**config.mk**
```make
export PLATFORM = sky130hd
export DESIGN_NAME = lsac_row_upd
export DESIGN_NICKNAME = d
export VERILOG_FILES = /design/src/lsac_pkg.sv /design/src/lsac_row_upd.sv
export SDC_FILE = /design/constraint.sdc
export NUM_CORES = 1
export LEC_CHECK = 0
export BUFFER_PORTS_ARGS = -buffer_cell sky130_fd_sc_hd__buf_2
export CORE_AREA = 4 4 346 348
export DETAILED_ROUTE_END_ITERATION = 16
export DIE_AREA = 0 0 350 352
export SYNTH_ARGS = -nofsm -noshare
export SYNTH_HDL_FRONTEND = slang
export SYNTH_SLANG_ARGS = --single-unit
```
**constraint.sdc**
```tcl
create_clock -name vclk -period 14.7
set_input_delay 0.735 -clock vclk [all_inputs]
set_output_delay 0.735 -clock vclk [all_outputs]
set_load 0.01 [all_outputs]
```
**src/lsac_pkg.sv**
```systemverilog
// Shared types and constants of the LRU set-associative cache directory.
`default_nettype none
package lsac_pkg;

  localparam int ADDR_BITS = 48;
  localparam int TAG_W     = ADDR_BITS;
  localparam int MAX_WAYS  = 8;
  localparam int WAY_W     = $clog2(MAX_WAYS);
  localparam int RANK_W    = WAY_W;
  localparam int MAX_SETS  = 1024;
  localparam int SET_W     = $clog2(MAX_SETS);
  localparam int CNT_W     = 32;

  // configuration register fields
  localparam int OFFSET_W   = 6;
  localparam int INDEX_W    = 4;
  localparam int WAYS_W     = 4;
  localparam int CFG_DATA_W = 6;
  localparam int CFG_IDX_W  = 2;
  localparam int SHIFT_W    = 7;

  localparam logic [CFG_IDX_W-1:0] CFG_OFFSET_BITS = 2'd0;
  localparam logic [CFG_IDX_W-1:0] CFG_INDEX_BITS  = 2'd1;
  localparam logic [CFG_IDX_W-1:0] CFG_WAYS_IN_USE = 2'd2;

  localparam logic CMD_READ  = 1'b0;
  localparam logic CMD_WRITE = 1'b1;

  typedef struct packed {
    logic              valid;
    logic [TAG_W-1:0]  tag;
    logic [RANK_W-1:0] rank;
  } line_t;

  typedef line_t [MAX_WAYS-1:0] row_t;

  typedef struct packed {
    logic             hit;
    logic [WAY_W-1:0] way;
    row_t             row;
  } upd_t;

endpackage
`default_nettype wire

```
**src/lsac_row_upd.sv**
```systemverilog
// Tag compare, victim choice and LRU rank update for one set row.
`default_nettype none
module lsac_row_upd
  import lsac_pkg::*;
(
  input  row_t                  row_i,
  input  wire logic [TAG_W-1:0] tag_i,
  input  wire logic [WAY_W-1:0] top_i,
  output upd_t                  upd_o
);

  always_comb begin
    logic              hit;
    logic [WAY_W-1:0]  hit_way;
    logic              any_free;
    logic [WAY_W-1:0]  free_way;
    logic [WAY_W-1:0]  best;
    logic [WAY_W-1:0]  way;
    logic              fill_free;
    logic [RANK_W-1:0] old;
    row_t              row;

    hit     = 1'b0;
    hit_way = '0;
    for (int w = 0; w < MAX_WAYS; w++) begin
      if (WAY_W'(w) <= top_i && row_i[w].valid && row_i[w].tag == tag_i) begin
        hit     = 1'b1;
        hit_way = WAY_W'(w);  // highest matching way wins
      end
    end

    any_free = 1'b0;
    free_way = '0;
    for (int w = MAX_WAYS - 1; w >= 0; w--) begin
      if (WAY_W'(w) <= top_i && !row_i[w].valid) begin
        any_free = 1'b1;
        free_way = WAY_W'(w);  // lowest invalid way wins
      end
    end

    best = '0;
    for (int w = 0; w < MAX_WAYS; w++) begin
      if (WAY_W'(w) <= top_i && row_i[w].rank > row_i[best].rank) begin
        best = WAY_W'(w);
      end
    end

    way       = hit ? hit_way : (any_free ? free_way : best);
    fill_free = !hit && any_free;
    old       = fill_free ? top_i : row_i[way].rank;
    if (old > top_i) begin
      old = top_i;
    end

    row = row_i;
    for (int j = 0; j < MAX_WAYS; j++) begin
      if (WAY_W'(j) <= top_i && WAY_W'(j) != way && row_i[j].valid) begin
        if (row_i[j].rank < old || (fill_free && row_i[j].rank < top_i)) begin
          row[j].rank = RANK_W'(row_i[j].rank + 1'b1);
        end
      end
    end
    row[way].rank = '0;
    if (!hit) begin
      row[way].valid = 1'b1;
      row[way].tag   = tag_i;
    end

    upd_o.hit = hit;
    upd_o.way = way;
    upd_o.row = row;
  end

endmodule
`default_nettype wire

```
=== After elaboration in Yosys (flattened, before gate mapping) ===
Index checks and enable logic that the tools add are counted.

* Register bits after elaboration: 0
* Bits of input ports: 467
* Output and inout port bits: 420

* $add $sub $neg: 8
* $lt $le $gt $ge: 40
* Eq/ne operators: 15
* Muxes and demuxes: 82
* Reduce and logical (&&, ||, !) cells: 75

{| class="wikitable"
|+ Operator list
! kind !! count
|-
| 416-bit bitwise mux || 3
|-
| 52-bit binary-select mux with 3-bit select || 7
|-
| 52-bit demux with 3-bit select || 3
|-
| 416-bit two-way mux || 1
|-
| 48-bit == test || 8
|-
| 3-bit two-way mux || 48
|-
| 1-bit logical AND || 57
|-
| 52-bit two-way mux || 1
|-
| 51-bit two-way mux || 1
|-
| 3-bit < comparator || 16
|-
| 3-bit by 4-bit < comparator with 1-bit output, second input constant || 7
|-
| 3-bit by 1-bit adder with 3-bit output, second input constant || 8
|-
| 3-bit greater-than comparator || 8
|-
| 1-bit two-way mux || 18
|-
| 3-bit <= comparator, first input constant || 4
|-
| 3-bit inequality test, first input constant || 4
|-
| 1-bit zero test || 9
|-
| 1-bit logical OR || 8
|-
| 1-bit by 3-bit <= comparator with 1-bit output, first input constant || 2
|-
| 2-bit by 3-bit <= comparator with 1-bit output, first input constant || 2
|-
| 2-bit by 3-bit inequality test with 1-bit output, first input constant || 2
|-
| 3-bit by 1-bit greater-or-equal comparator with 1-bit output, second input constant || 1
|-
| 1-bit by 3-bit inequality test with 1-bit output, first input constant || 1
|-
| 3-bit nonzero test || 1
|}

=== Logic depth before layout (Yosys ltp) ===
* Depth in word-level cells: 48
* Mapped depth: 82

=== Least setup slack after synthesis ===
Ideal clock, no wire load.

* Path kind: input-to-output
* Start point: input port row_i[1] (netlist name)
* End point: output port upd_o[262] (netlist name)
* Arrival time: 14088 ps
* Required time: 13965 ps
* Setup slack: -123 ps
* Stages: 78
* Cells stage by stage: inv_1 ha_1 nor2b_1 o21a_1 o21a_1 a21oi_1 ha_1 nor2b_1 o21a_1 o21ai_2 nor2_1 a21oi_1 inv_1 ha_1 nor2b_1 o21a_1 o21a_1 nand2_1 (+42 left out) o221ai_1 mux2_2 ha_1 a21o_1 a21oi_1 a31oi_1 a21oi_4 buf_2 nor2_1 a21oi_1 ha_1 a21oi_1 and2_1 a22oi_1 inv_1 a311oi_4 o21a_1 o21ba_1

{| class="wikitable"
|+ RTL lines
! item !! line !! text
|-
| start, declared || lsac_row_upd.sv:6 || <nowiki>input row_t row_i,</nowiki>
|-
| end, declared || lsac_row_upd.sv:9 || <nowiki>output upd_t upd_o</nowiki>
|}

==> metrics.yaml <==
clock_buffers: 0
die_w_um: 350
post-route-cell-area_mm2: 0.0208
fin_crit_sh: 0.957
synth_seq_area_share: 0
final-hold-violation-count: 0
dp.cells: 4113
number_of_distinct_library_cell_variants_in_the_gate_level_netlist_after_synthesis: 80
final-seq-area_um2: 0
final_period_minus_worst_setup_slack_ns: 14.07
finalMaxSlewViolations: 0
worst_setup_path_end_kind: "primary output"
grt_usage: 0.249
globalRouteOverflowTotal: 0
cpPeakStageDelay_ns: 0.51
utilization: 0.179
report.final.setup_viol: 0
portBuffers: 887
fillers: 13363
hold_class: "in2out"
syn_to_final_growth_pct: 51.7
max_cap_viol_count: 0
worstPathMaxFanout: 9
post-route-drc-count: 0
detailedRoute.firstIterationViolations: 2095
placement_rows: 125
yosys.area.top_type_share: 0.256
area_of_the_mapped_netlist_mm2: 0.0137
fp.coreArea_mm2: 0.116
syn_nets: 2244
cell_at_the_slowest_stage_of_the_critical_path: "sky130_fd_sc_hd__or4_4"
status: "complete, no violations"
post_cts_hold_buffer_count: 0
final_cells: 4186
antenna_left: 0
dpl.hpwl_um: 138000
dpl_cell_area_mm2: 0.0203
pin_count: 887
detail_route.vias_per_cell: 4.80
synth_area_leaders: "sky130_fd_sc_hd__mux2_2 26%, sky130_fd_sc_hd__xor2_1 14%, sky130_fd_sc_hd__xnor2_1 9.7%"
layout-drive-gt1-share: 0.551
die-height_um: 352
critical_path.most_common_cell: "sky130_fd_sc_hd__ha_1"
final.setup.tns_ns: 0
dr_total_vias: 20098
die_area_mm2: 0.123
synth.avg_cell_area_um2: 8.00
yosysWarningCount: 0
worst-endpoint-arrival_ns: 13.33
achievable-frequency_ghz: 0.0711
firstDrtPassIters: 6
cp_data_required_time_ns: 13.97
synthCells: 1713
grt_antenna_before_repair: 108
routed_wire_length_per_instance_um: 39.1
worst_slew_margin_rel: 0.141
crit_path_start_kind: "primary input"
initial_core_util: 0.118
fin_nets: 3137
worst_pin_slew_ns: 1.28
synth_largest_area_cell: "sky130_fd_sc_hd__mux2_2"
multi_input_gate_area_mm2: 0.0130
pin_count_of_the_biggest_net_entering_global_routing: 51
finalWirelength_um: 164000
vias_in_the_first_global_route: 19024
seq_cells: 0
place_congestion: 0.982
criticalPathCategory: "in2out"
grt_pass1_wl_um: 203000
## Yosys cell counts (5+ instances only)
cell and n:
sky130_fd_sc_hd__nor4_1 102, sky130_fd_sc_hd__nor2_1 57, sky130_fd_sc_hd__buf_2 108, sky130_fd_sc_hd__inv_1 34
sky130_fd_sc_hd__a211oi_1 7, sky130_fd_sc_hd__ha_1 64, sky130_fd_sc_hd__nand4b_1 5, sky130_fd_sc_hd__nor3_1 33
sky130_fd_sc_hd__o21a_1 14, sky130_fd_sc_hd__clkbuf_1 15, sky130_fd_sc_hd__a31oi_1 11, sky130_fd_sc_hd__o21ai_0 39
sky130_fd_sc_hd__nand4_1 102, sky130_fd_sc_hd__buf_4 13, sky130_fd_sc_hd__xor2_1 221, sky130_fd_sc_hd__mux2i_1 18
sky130_fd_sc_hd__or4_1 5, sky130_fd_sc_hd__nand2_1 67, sky130_fd_sc_hd__a21boi_0 7, sky130_fd_sc_hd__mux2_2 312
sky130_fd_sc_hd__nor2b_1 29, sky130_fd_sc_hd__mux2_1 70, sky130_fd_sc_hd__or3_1 11, sky130_fd_sc_hd__nand3_1 20
sky130_fd_sc_hd__buf_6 12, sky130_fd_sc_hd__a21o_1 12, sky130_fd_sc_hd__nand2b_1 14, sky130_fd_sc_hd__xnor2_1 152
sky130_fd_sc_hd__a21oi_1 57, sky130_fd_sc_hd__o211ai_1 13
## kinds of logic after synthesis
family                     count (synthesis)  synth area share
muxes                                    401             0.328
adders and majority gates                 65            0.0592
xor gates and xnor gates                 373             0.238
buffers and inverters                    190            0.0720
AOI/OAI and AO/OA                        206             0.104
and+or+nand+nor                          478             0.199
## cells in the final DEF, fill, tap and decap left out, types with 5 or more instances in the layout
cell                       count
sky130_fd_sc_hd__nand2b_1     14
sky130_fd_sc_hd__nand4_1     102
sky130_fd_sc_hd__nand4b_1      5
sky130_fd_sc_hd__a21oi_1      46
sky130_fd_sc_hd__mux2i_1      18
sky130_fd_sc_hd__nand2_1      62
sky130_fd_sc_hd__nor2b_1      29
sky130_fd_sc_hd__nor2_1       54
sky130_fd_sc_hd__ha_1         62
sky130_fd_sc_hd__nor4_2        5
sky130_fd_sc_hd__nor3_1       33
sky130_fd_sc_hd__xor2_1      221
sky130_fd_sc_hd__diode_2      58
sky130_fd_sc_hd__a211oi_1      5
sky130_fd_sc_hd__nand3_1      18
sky130_fd_sc_hd__o21ai_0      33
sky130_fd_sc_hd__o21ai_2       6
sky130_fd_sc_hd__o211ai_1     13
sky130_fd_sc_hd__a21oi_2      11
sky130_fd_sc_hd__o21ai_1       5
sky130_fd_sc_hd__buf_4       154
sky130_fd_sc_hd__nor4_1      100
sky130_fd_sc_hd__or3_1        11
sky130_fd_sc_hd__inv_1        34
sky130_fd_sc_hd__xnor2_1     152
sky130_fd_sc_hd__mux2_2      311
sky130_fd_sc_hd__buf_2       885
sky130_fd_sc_hd__a31oi_1       8
sky130_fd_sc_hd__o21a_1       12
sky130_fd_sc_hd__mux2_1       70
sky130_fd_sc_hd__nand2_2       7
sky130_fd_sc_hd__a21o_1       12
## per-layer routing
metal,share of wire,GRT usage
met1,0.41,0.312
met5,0.0023,0
met2,0.42,0.382
met3,0.13,0.113
met4,0.038,0.0733
## repair_timing
item,CTS,global route
setup buffers,0,14
resized for setup,0,54
endpoints found under the setup margin,0,24
## path summary, 6_finish.rpt
path              startpoint  depth (start not counted)         end  slack, ns
setup / recovery    row_i[1]                         75  upd_o[210]       0.63
hold / removal    row_i[135]                          3  upd_o[135]       1.80
## worst max-delay path: cells and delay by family
family          cells  cell delay (ns)
mux                 7             1.78
compound gates     32             4.93
fa+ha+maj           9             2.52
simple gates       15             1.94
buf+inv            12             1.42
## stage by stage
step / hold slack, ns / setup slack (ns)
6_report: 1.80 / 0.632
5_1_grt: 1.81 / -0.138
4_1_cts: 1.80 / 0.0534
3_5_place_dp: 1.80 / 0.102
3_3_place_gp: 1.80 / 0.316
2_1_floorplan: 1.55 / 0.0863
## final cells by class
type,instances,area share
tap,1524,0.0917
inverter,38,0.00686
multi-input combinational,1524,0.623
timing repair buffer,1042,0.271
antenna,58,0.00698
